<file path="src/plsc_pkg.sv">
package plsc_pkg;

    // Fixed field widths
    localparam int MID_W      = 12;
    localparam int NS_W       = 7;
    localparam int GAIN_W     = 16;
    localparam int LIM_W      = 15;
    localparam int INT_W      = 16;
    localparam int SPEED_W    = 8;
    localparam int PID_W      = 34;
    localparam int CFG_IDX_W  = 3;
    localparam int CFG_DATA_W = 16;
    localparam int OUT_DATA_W = ((2 * SPEED_W + PID_W + 7) / 8) * 8;

    localparam int SPEED_MAX = 100;

    // Configuration register indexes
    localparam logic [CFG_IDX_W-1:0] REG_MIDPOINT     = 3'd0;
    localparam logic [CFG_IDX_W-1:0] REG_CRUISE_SPEED = 3'd1;
    localparam logic [CFG_IDX_W-1:0] REG_PROP_GAIN    = 3'd2;
    localparam logic [CFG_IDX_W-1:0] REG_INTEG_GAIN   = 3'd3;
    localparam logic [CFG_IDX_W-1:0] REG_DERIV_GAIN   = 3'd4;
    localparam logic [CFG_IDX_W-1:0] REG_INTEG_LIMIT  = 3'd5;

    // Register reset values
    localparam logic [MID_W-1:0]  RST_MIDPOINT     = 12'd455;
    localparam logic [NS_W-1:0]   RST_CRUISE_SPEED = 7'd40;
    localparam logic [GAIN_W-1:0] RST_PROP_GAIN    = 16'd3072;
    localparam logic [GAIN_W-1:0] RST_INTEG_GAIN   = 16'd246;
    localparam logic [GAIN_W-1:0] RST_DERIV_GAIN   = 16'd9600;
    localparam logic [LIM_W-1:0]  RST_INTEG_LIMIT  = 15'd1000;

    // Opcodes
    localparam logic OP_TOUCH = 1'b0;
    localparam logic OP_LIGHT = 1'b1;

    typedef enum logic [3:0] {
        ST_IDLE,
        ST_ERR,
        ST_INTEG,
        ST_MUL_P,
        ST_MUL_I,
        ST_MUL_D,
        ST_SUM,
        ST_SPEED,
        ST_SCALE,
        ST_EMIT
    } plsc_state_t;

endpackage

</file>
<file path="src/pid_line_steering_controller.sv">
// Line-following steering controller.
// Input words arrive on s_tvalid/s_tready: s_tuser is the opcode (touch or light
// sample) and s_tdata carries the light reading. A touch word toggles the moving
// flag and returns one word with both wheels at cruise speed (or zero when
// stopping). A light word runs one PID step; while moving it returns one word
// with steered wheel speeds and the raw PID output, while stopped it returns
// nothing but still updates the integrator and last error.
// Results leave on m_tvalid/m_tready through an output register, so a new word
// is taken while a result still waits; a stalled receiver holds the result and
// the sequencer waits in its final step until the register frees.
// Sequence: a touch word goes from acceptance straight to the emit step; a light
// word passes through the error, integrator, P, I and D multiply, sum, speed,
// scale and emit steps. A light word on a stopped controller emits nothing and
// frees the sequencer after the sum step. s_tready is high only while the
// sequencer idles, so a new word is taken only once the last has left the
// sequencer. The light path is set by the sequencer steps around the single
// shared 17 x 16 bit multiplier, used once for each gain term.
// Reset (aresetn low, synchronous) stops the controller, clears integrator and
// last error, and loads the register defaults.
module pid_line_steering_controller
    import plsc_pkg::*;
#(
    parameter int SAMPLE_BITS    = 12,
    parameter int GAIN_FRAC_BITS = 12,
    localparam int IN_DATA_W     = ((SAMPLE_BITS + 7) / 8) * 8
) (
    input  logic                   aclk,
    input  logic                   aresetn,
    input  logic                   s_tvalid,
    output logic                   s_tready,
    input  logic [IN_DATA_W-1:0]   s_tdata,   // sample
    input  logic [0:0]             s_tuser,   // opcode
    output logic                   m_tvalid,
    input  logic                   m_tready,
    output logic [OUT_DATA_W-1:0]  m_tdata,   // left_speed, right_speed, pid_output
    input  logic                   cfg_wr_en,
    input  logic [CFG_IDX_W-1:0]   cfg_index,
    input  logic [CFG_DATA_W-1:0]  cfg_wdata
);

    localparam int ERR_W  = ((SAMPLE_BITS > MID_W) ? SAMPLE_BITS : MID_W) + 1;
    localparam int DIFF_W = ERR_W + 1;
    localparam int SUM_W  = ((ERR_W > INT_W) ? ERR_W : INT_W) + 1;
    localparam int OP_W   = (DIFF_W > INT_W) ? DIFF_W : INT_W;
    localparam int PROD_W = GAIN_W + 1 + OP_W;
    localparam int ACC_W  = (PROD_W + 2 > PID_W) ? PROD_W + 2 : PID_W;
    localparam int SP_W   = ACC_W + 4;
    localparam int SHIFT  = GAIN_FRAC_BITS + 2;
    localparam logic [SP_W-1:0] ROUND_BIAS = SP_W'((64'd1 << SHIFT) - 64'd1);
    localparam logic signed [SP_W-1:0] SP_MAX = SP_W'(SPEED_MAX);

    plsc_state_t state_reg, state_next;

    // Configuration
    logic [MID_W-1:0]  mid_reg;
    logic [NS_W-1:0]   ns_reg;
    logic [GAIN_W-1:0] pgain_reg, igain_reg, dgain_reg;
    logic [LIM_W-1:0]  lim_reg;

    // Controller state
    logic                    moving_reg, moving_next;
    logic signed [ERR_W-1:0] last_err_reg, last_err_next;
    logic signed [INT_W-1:0] integ_reg, integ_next;

    // Working registers
    logic [SAMPLE_BITS-1:0]   sample_reg, sample_next;
    logic                     touch_reg, touch_next;
    logic signed [ERR_W-1:0]  err_reg, err_next;
    logic signed [DIFF_W-1:0] diff_reg, diff_next;
    logic signed [PROD_W-1:0] prod_reg, prod_next;
    logic signed [ACC_W-1:0]  acc_reg, acc_next;
    logic signed [SP_W-1:0]   lnum_reg, lnum_next, rnum_reg, rnum_next;
    logic signed [SPEED_W-1:0] lspd_reg, lspd_next, rspd_reg, rspd_next;

    // Output register
    logic                      m_valid_reg, m_valid_next;
    logic signed [SPEED_W-1:0] left_reg, left_next, right_reg, right_next;
    logic signed [PID_W-1:0]   pid_reg, pid_next;

    // Shared multiplier
    logic signed [GAIN_W:0]   mul_a;
    logic signed [OP_W-1:0]   mul_b;
    logic signed [PROD_W-1:0] product;

    logic                    s_fire;
    logic                    flip;
    logic signed [SUM_W-1:0] isum, ilim;
    logic signed [SP_W-1:0]  base, pid3, pid6;
    logic signed [SPEED_W-1:0] touch_spd;

    function automatic logic signed [SPEED_W-1:0] scale_speed(input logic signed [SP_W-1:0] n);
        logic signed [SP_W-1:0] q;
        begin
            // truncate toward zero, then saturate
            q = $signed(n + (n[SP_W-1] ? ROUND_BIAS : '0)) >>> SHIFT;
            if (q > SP_MAX) begin
                q = SP_MAX;
            end else if (q < -SP_MAX) begin
                q = -SP_MAX;
            end
            scale_speed = SPEED_W'(q);
        end
    endfunction

    assign s_tready = (state_reg == ST_IDLE);
    assign s_fire   = s_tvalid && s_tready;
    assign m_tvalid = m_valid_reg;
    assign m_tdata  = {{(OUT_DATA_W - 2 * SPEED_W - PID_W){1'b0}},
                       pid_reg, right_reg, left_reg};

    assign flip = err_reg[ERR_W-1] ^ last_err_reg[ERR_W-1];
    assign isum = SUM_W'(integ_reg) + SUM_W'(err_reg);
    assign ilim = $signed(SUM_W'(lim_reg));

    assign base = $signed(SP_W'(ns_reg) << SHIFT);
    assign pid3 = (SP_W'(acc_reg) <<< 1) + SP_W'(acc_reg);
    assign pid6 = pid3 <<< 1;

    assign touch_spd = !moving_reg ? '0 :
                       (ns_reg > NS_W'(SPEED_MAX)) ? SPEED_W'(SPEED_MAX) :
                       SPEED_W'(ns_reg);

    always_comb begin
        case (state_reg)
            ST_MUL_P: begin
                mul_a = $signed({1'b0, pgain_reg});
                mul_b = OP_W'(err_reg);
            end
            ST_MUL_I: begin
                mul_a = $signed({1'b0, igain_reg});
                mul_b = OP_W'(integ_reg);
            end
            default: begin
                mul_a = $signed({1'b0, dgain_reg});
                mul_b = OP_W'(diff_reg);
            end
        endcase
    end

    assign product = PROD_W'(mul_a) * PROD_W'(mul_b);

    always_ff @(posedge aclk) begin
        if (!aresetn) begin
            state_reg <= ST_IDLE;
        end else begin
            state_reg <= state_next;
        end
    end

    always_comb begin
        state_next    = state_reg;
        moving_next   = moving_reg;
        last_err_next = last_err_reg;
        integ_next    = integ_reg;
        sample_next   = sample_reg;
        touch_next    = touch_reg;
        err_next      = err_reg;
        diff_next     = diff_reg;
        prod_next     = prod_reg;
        acc_next      = acc_reg;
        lnum_next     = lnum_reg;
        rnum_next     = rnum_reg;
        lspd_next     = lspd_reg;
        rspd_next     = rspd_reg;
        m_valid_next  = m_valid_reg && !m_tready;
        left_next     = left_reg;
        right_next    = right_reg;
        pid_next      = pid_reg;

        case (state_reg)
            ST_IDLE: begin
                if (s_fire) begin
                    sample_next = s_tdata[SAMPLE_BITS-1:0];
                    touch_next  = (s_tuser[0] == OP_TOUCH);
                    if (s_tuser[0] == OP_TOUCH) begin
                        moving_next = !moving_reg;
                        state_next  = ST_EMIT;
                    end else begin
                        state_next = ST_ERR;
                    end
                end
            end
            ST_ERR: begin
                err_next   = $signed(ERR_W'({1'b0, sample_reg})) -
                             $signed(ERR_W'({1'b0, mid_reg}));
                state_next = ST_INTEG;
            end
            ST_INTEG: begin
                // a sign change drops the integrator and the old error
                if (flip) begin
                    integ_next = '0;
                    diff_next  = DIFF_W'(err_reg);
                end else begin
                    if (isum > ilim) begin
                        integ_next = INT_W'(ilim);
                    end else if (isum < -ilim) begin
                        integ_next = INT_W'(-ilim);
                    end else begin
                        integ_next = INT_W'(isum);
                    end
                    diff_next = DIFF_W'(err_reg) - DIFF_W'(last_err_reg);
                end
                last_err_next = err_reg;
                state_next    = ST_MUL_P;
            end
            ST_MUL_P: begin
                prod_next  = product;
                state_next = ST_MUL_I;
            end
            ST_MUL_I: begin
                acc_next   = ACC_W'(prod_reg);
                prod_next  = product;
                state_next = ST_MUL_D;
            end
            ST_MUL_D: begin
                acc_next   = acc_reg + ACC_W'(prod_reg);
                prod_next  = product;
                state_next = ST_SUM;
            end
            ST_SUM: begin
                acc_next   = acc_reg + ACC_W'(prod_reg);
                state_next = moving_reg ? ST_SPEED : ST_IDLE;
            end
            ST_SPEED: begin
                // a zero output falls through the second arm and gives cruise speed
                if (acc_reg[ACC_W-1]) begin
                    lnum_next = base - pid3;
                    rnum_next = base + pid6;
                end else begin
                    lnum_next = base - pid6;
                    rnum_next = base + pid3;
                end
                state_next = ST_SCALE;
            end
            ST_SCALE: begin
                lspd_next  = scale_speed(lnum_reg);
                rspd_next  = scale_speed(rnum_reg);
                state_next = ST_EMIT;
            end
            ST_EMIT: begin
                // hold until the output register frees
                if (!m_valid_reg || m_tready) begin
                    m_valid_next = 1'b1;
                    if (touch_reg) begin
                        left_next  = touch_spd;
                        right_next = touch_spd;
                        pid_next   = '0;
                    end else begin
                        left_next  = lspd_reg;
                        right_next = rspd_reg;
                        pid_next   = PID_W'(acc_reg);
                    end
                    state_next = ST_IDLE;
                end
            end
            default: begin
                state_next = ST_IDLE;
            end
        endcase
    end

    always_ff @(posedge aclk) begin
        if (!aresetn) begin
            mid_reg      <= RST_MIDPOINT;
            ns_reg       <= RST_CRUISE_SPEED;
            pgain_reg    <= RST_PROP_GAIN;
            igain_reg    <= RST_INTEG_GAIN;
            dgain_reg    <= RST_DERIV_GAIN;
            lim_reg      <= RST_INTEG_LIMIT;
        end else if (cfg_wr_en) begin
            case (cfg_index)
                REG_MIDPOINT:     mid_reg   <= cfg_wdata[MID_W-1:0];
                REG_CRUISE_SPEED: ns_reg    <= cfg_wdata[NS_W-1:0];
                REG_PROP_GAIN:    pgain_reg <= cfg_wdata[GAIN_W-1:0];
                REG_INTEG_GAIN:   igain_reg <= cfg_wdata[GAIN_W-1:0];
                REG_DERIV_GAIN:   dgain_reg <= cfg_wdata[GAIN_W-1:0];
                REG_INTEG_LIMIT:  lim_reg   <= cfg_wdata[LIM_W-1:0];
                default: begin
                end
            endcase
        end
    end

    always_ff @(posedge aclk) begin
        if (!aresetn) begin
            moving_reg   <= 1'b0;
            last_err_reg <= '0;
            integ_reg    <= '0;
            m_valid_reg  <= 1'b0;
        end else begin
            moving_reg   <= moving_next;
            last_err_reg <= last_err_next;
            integ_reg    <= integ_next;
            m_valid_reg  <= m_valid_next;
        end
    end

    always_ff @(posedge aclk) begin
        sample_reg <= sample_next;
        touch_reg  <= touch_next;
        err_reg    <= err_next;
        diff_reg   <= diff_next;
        prod_reg   <= prod_next;
        acc_reg    <= acc_next;
        lnum_reg   <= lnum_next;
        rnum_reg   <= rnum_next;
        lspd_reg   <= lspd_next;
        rspd_reg   <= rspd_next;
        left_reg   <= left_next;
        right_reg  <= right_next;
        pid_reg    <= pid_next;
    end

    a_touch_to_emit: assert property (@(posedge aclk) disable iff (!aresetn)
        (s_fire && s_tuser[0] == OP_TOUCH) |=> (state_reg == ST_EMIT))
        else $error("touch word did not go straight to emit");

    a_stopped_no_result: assert property (@(posedge aclk) disable iff (!aresetn)
        (state_reg == ST_SUM && !moving_reg) |=> (state_reg == ST_IDLE))
        else $error("stopped controller went on to speed computation");

    a_scale_only_moving: assert property (@(posedge aclk) disable iff (!aresetn)
        (state_reg == ST_SCALE) |-> moving_reg)
        else $error("speed scaling while stopped");

    a_emit_loads: assert property (@(posedge aclk) disable iff (!aresetn)
        (state_reg == ST_EMIT && !m_valid_reg) |=> (m_valid_reg && state_reg == ST_IDLE))
        else $error("free output register not loaded");

    a_speed_range: assert property (@(posedge aclk) disable iff (!aresetn)
        m_valid_reg |-> (left_reg <= SPEED_W'(SPEED_MAX) && left_reg >= -SPEED_W'(SPEED_MAX)
                         && right_reg <= SPEED_W'(SPEED_MAX)
                         && right_reg >= -SPEED_W'(SPEED_MAX)))
        else $error("wheel speed out of range");

endmodule
</file>
<file path="config.mk">
export PLATFORM = sky130hd
export DESIGN_NAME = pid_line_steering_controller
export DESIGN_NICKNAME = d
export VERILOG_FILES = /design/src/plsc_pkg.sv /design/src/pid_line_steering_controller.sv
export SDC_FILE = /design/constraint.sdc
export NUM_CORES = 2
export LEC_CHECK = 0
export CAP_MARGIN = 20
export CELL_PAD_IN_SITES_DETAIL_PLACEMENT = 0
export CELL_PAD_IN_SITES_GLOBAL_PLACEMENT = 1
export CORE_AREA = 4 4 277 279
export CTS_CLUSTER_DIAMETER = 100
export DETAILED_ROUTE_END_ITERATION = 10
export DIE_AREA = 0 0 281 283
export DONT_BUFFER_PORTS = 1
export PLACE_DENSITY_LB_ADDON = 0.2
export SLEW_MARGIN = 40
export SYNTH_ARGS = -nofsm -noshare
export SYNTH_HDL_FRONTEND = slang
export SYNTH_SLANG_ARGS = --single-unit
</file>
<file path="constraint.sdc">
create_clock -name aclk -period 7.6 [get_ports aclk]
set_input_delay 1.52 -clock aclk [delete_from_list [all_inputs] [get_ports aclk]]
set_output_delay 1.52 -clock aclk [all_outputs]
set_load 0.03 [all_outputs]
</file>
# Word-level counts from Yosys, hierarchy flattened
# Cells that the tools add are included.
# word_totals
elab_cells	111
out_inout_bits	58
register_bits	369
inputBits	41
# classes
n_reduce_logical	23
n_mul	1
n_addsub	12
bitwise	2
magnitude_cmp	7
muxes	24
n_eq_ne	16
# op_table
cell	n
$add A39 B14 Y39	2
$mux W39	2
$pmux W35 S2	1
$pmux W16 S2	2
$gt A25 B8 Y1 const B	2
$lt A25 B8 Y1 const B	2
$mux W16	3
$mux W14	3
$pmux W4 S10	1
$add A22 B38 Y39	1
$sub A22 B38 Y39	1
$add A22 B37 Y38	1
$sub A22 B37 Y38	1
$add A36 B35 Y37	1
$add A35 B33 Y35	1
$mul A17 B16 Y33	1
$mux W8	4
$reduce_and A2 Y1	9
$add A16 B13 Y17	1
$gt A17 B16 Y1	1
$lt A17 B17 Y1	1
$neg A15 Y17	1
$eq A4 B3 Y1 const B	4
$mux W7	2
25 further kinds	37

# Longest topological paths before layout
# logic_depth
word_depth	5
ltp_mapped	33
mapped_depth_nobuf	30

# Worst setup path after synthesis
# No wires, ideal clock.
# synth_timing
path_kind	register to register
start	register state_reg[2]
end	register prod_reg[32], data pin
arrival_time_ps	7862
required_ps	7340
slack_ps	-522
stages_incl_launch_ff	31
synth_period_minus_slack_ps	8122
setup_time_ps	260
n_path_buf	4
path_cell_list	dfxtp_1 -> clkbuf_1 -> nand2b_1 -> nor3_1 -> clkbuf_1 -> buf_1 -> a22oi_1 -> nand2_1 -> clkbuf_1 -> nand2_1 -> fa_1 -> fa_1 -> fa_1 -> fa_1 -> inv_1 -> fa_1 -> inv_1 -> fa_1 -> inv_1 -> ha_1 -> a21o_1 -> a21o_1 -> a21o_1 -> a21oi_1 -> a21oi_1 -> o31ai_1 -> a31oi_1 -> a2111o_1 -> a21oi_1 -> o21bai_1 -> xnor2_1
# synth_between
elab_chain_len	3
elab_cells_between_ends	5
classes_between	mul (1); eq/ne (2); mux (2)
# synth_lines
element	line_no	text
start: declaration	pid_line_steering_controller.sv:52	plsc_state_t state_reg, state_next;
start signal: assignment	pid_line_steering_controller.sv:146	state_reg <= state_next;
$eq A4 B3 Y1 or $eq A4 B2 Y1 (tied branches)	pid_line_steering_controller.sv:124	case (state_reg)
$pmux W16 S2	pid_line_steering_controller.sv:124	
$mul A17 B16 Y33 *	pid_line_steering_controller.sv:140	assign product = PROD_W'(mul_a) * PROD_W'(mul_b);
via product[32]	pid_line_steering_controller.sv:83	logic signed [PROD_W-1:0] product;
end signal: assignment	pid_line_steering_controller.sv:303	prod_reg <= prod_next;
end: declaration	pid_line_steering_controller.sv:70	logic signed [PROD_W-1:0] prod_reg, prod_next;
# The timed path passes the listed nets; every way through them passes the cells marked *.
# A chain may end at the register's enable or synchronous reset.

# Final worst setup path
# layout_timing
start	register state_reg[3]
end	register prod_reg[32], data pin
# Same word-level chain as after synthesis.

==> flow_summary.ini <==
[status]
status = completed

[timing]
setup_violations = 0
setup_slack_ns = 0.280
fmax_mhz = 137
drv_slew = 0
fin_crit_ns = 7.32
finalCritPeriodShare = 0.963
relSlewSlack = 0.455
final_hold_viol_count = 0
worst_pin_slew_ns = 0.812
skew_ns = 0.0503

[critical_path]
cp.required_ns = 7.91
endpoint_kind = register
crit_arrival_ns = 7.63
cp_slowest_cell = fa_1
path_max_fanout = 22
crit_type = reg2reg
timing.critical_path.mode_cell = fa_1
max_stage_delay_ns = 0.58
startpoint_type = register

[power]
total_power_mw = 9.87
p_per_area_nw_per_um2 = 260
leakagePower_nw = 16.4
ir_worst_vdd_mv = 0.390

[floorplan]
fp.dieArea_sq_um = 79500
ioPinCount = 99
core_area_sq_um = 74200
initial_utilization = 0.456
die_y_um = 283
num_rows = 100
die_x_um = 281

[yosys]
synthArstFlopShare = 0
synth_edf_count = 252
synth_area_per_cell_sq_um = 8.77
yosysSeqAreaShare = 0.293
yosysUniqueCellTypes = 97
yosys_warnings = 0
synth_ff_type = edfxtp_1
postSynthCellCount = 3858
synth-seq-cells = 369
synthesis.area_sq_um = 33800

[global_route]
antenna_found_initial = 0
first_global_vias = 26712
grtUsageTotal = 0.236
grt_max_degree = 96
grt_pass1_wl_mm = 150
grt_overflow = 0

[worst_hold_path]
hp-class = reg2reg

[cts]
cts.path.max_buffers = 3
cts_sinks = 369
clock_latency_ns = 0.60
cts.htree.levels = 2
path_clk_slew_ns = 0.06
cts_tree = built
cts_buffers = 45
cts-root-buf = clkbuf_16

[cells_and_area]
fillers = 7104
num-nets-final = 4501
mostFrequentLayoutCells = nand2_1, inv_1, ha_1
drive_gt1_frac = 0.0997
antenna_cells = 0
final_cell_area_sq_um = 37900
area_growth_pct = 12.1
layout_commonest_cell = nand2_1
final_cells = 4941

[drt]
drt_iter0_drc = 1626
wirelength_mm = 94.1
via_per_inst = 5.48
dr_total_vias = 27080
firstDrtPassIters = 6
drc = 0
wire_per_inst_um = 19.1
drtAntennaViolNets = 0

[place]
dp_slack_ns = -0.0552
portBuffers = 0
place_inst = 4845
post_dp_cell_area_sq_um = 35900
dp_hpwl_mm = 74.1
gp_congestion = 0.891

[flow_run]
cap_violations = 0
## metrics by stage
| step | hold slack (ns) | setup TNS, ns | util |
|---|---|---|---|
| finish | 0.457 | 0 | 0.511 |
| global route | 0.475 | -0.0873 | 0.511 |
| CTS | 0.459 | 0 | 0.505 |
| detailed placement | 0.451 | -0.0696 | 0.484 |
| global placement | 0.443 | -0.0116 | 0.483 |
| floorplan | 0.436 | 0 | - |
## synthesized netlist by cell type, drive strengths merged, types with 28 or more instances
master,count,share of area
a211oi,32,0.0071
a21boi,66,0.015
a21o,79,0.018
a21oi,219,0.032
and2,50,0.0092
clkbuf,137,0.015
dfxtp,117,0.069
edfxtp,252,0.22
fa,203,0.12
ha,320,0.12
inv,384,0.043
mux2i,28,0.0083
nand2,573,0.064
nand2b,36,0.0067
nand3,75,0.011
nand4,33,0.0061
nor2,321,0.036
nor2b,70,0.013
nor3,68,0.010
o211ai,30,0.0067
o21ai,176,0.026
xnor2,129,0.033
xor2,68,0.018
## where the power goes
group / internal [mW] / switching [mW]
registers: 2.41 / 0.0888
clock network: 1.30 / 0.919
logic: 2.33 / 2.82
total: 6.04 / 3.83
## area by class of cell
cell class,count,area [sq um],share of cell area
multi-input cells,2949,22300,0.587
flip-flops and latches,369,9910,0.261
repair buffers,186,1550,0.0409
inverters,386,1450,0.0382
clock buffers,56,1230,0.0324
well taps,969,1210,0.0320
clock inverters,26,303,0.00798
## critical path, delay by kind of cell (launching register included)
kind / cells / cell delay [ns]
AOI/OAI and AO/OA: 7 / 1.20
xor gates and xnor gates: 1 / 0.13
adders and majority gates: 7 / 3.52
buffers and inverters: 9 / 1.10
DFF: 1 / 0.34
and+or+nand+nor: 5 / 0.75
## cell families after synthesis
group | Yosys count | synth area share
AO/OA/AOI/OAI | 839 | 0.163
XOR/XNOR | 197 | 0.0510
adder cells (fa/ha/maj) | 523 | 0.238
buffers and inverters | 545 | 0.0616
flip-flops | 369 | 0.293
multiplexers | 45 | 0.0139
other | 1 | 0.000111
AND/OR/NAND/NOR | 1339 | 0.179
## metal layers
| metal | vias up | track usage | wire length [um] |
|---|---|---|---|
| met4 | 0 | 0.0602 | 2480 |
| met1 | 13033 | 0.314 | 41600 |
| met2 | 485 | 0.413 | 46700 |
| met3 | 118 | 0.0212 | 3400 |
| met5 | - | 0 | 0 |
| li1 | 13444 | - | - |
## final timing paths
kind / from / depth (start not counted) / slack [ns] / endpoint
min: last_err_reg[8] / 2 / 0.46 / last_err_reg[8]
max reg2reg: state_reg[3] / 29 / 0.28 / prod_reg[32]
min reg2reg: last_err_reg[8] / 2 / 0.46 / last_err_reg[8]
max: state_reg[3] / 29 / 0.28 / prod_reg[32]
## repair_timing
item                       in CTS  in global routing
buffers inserted                0                 13
hold endpoints to repair        0                  0
setup endpoints to repair       4                 10
hold buffers                    0                  0
resized for setup               8                 67
pin swaps                       0                 28
gates cloned                    0                  1
(Power assumes the default switching activity.)
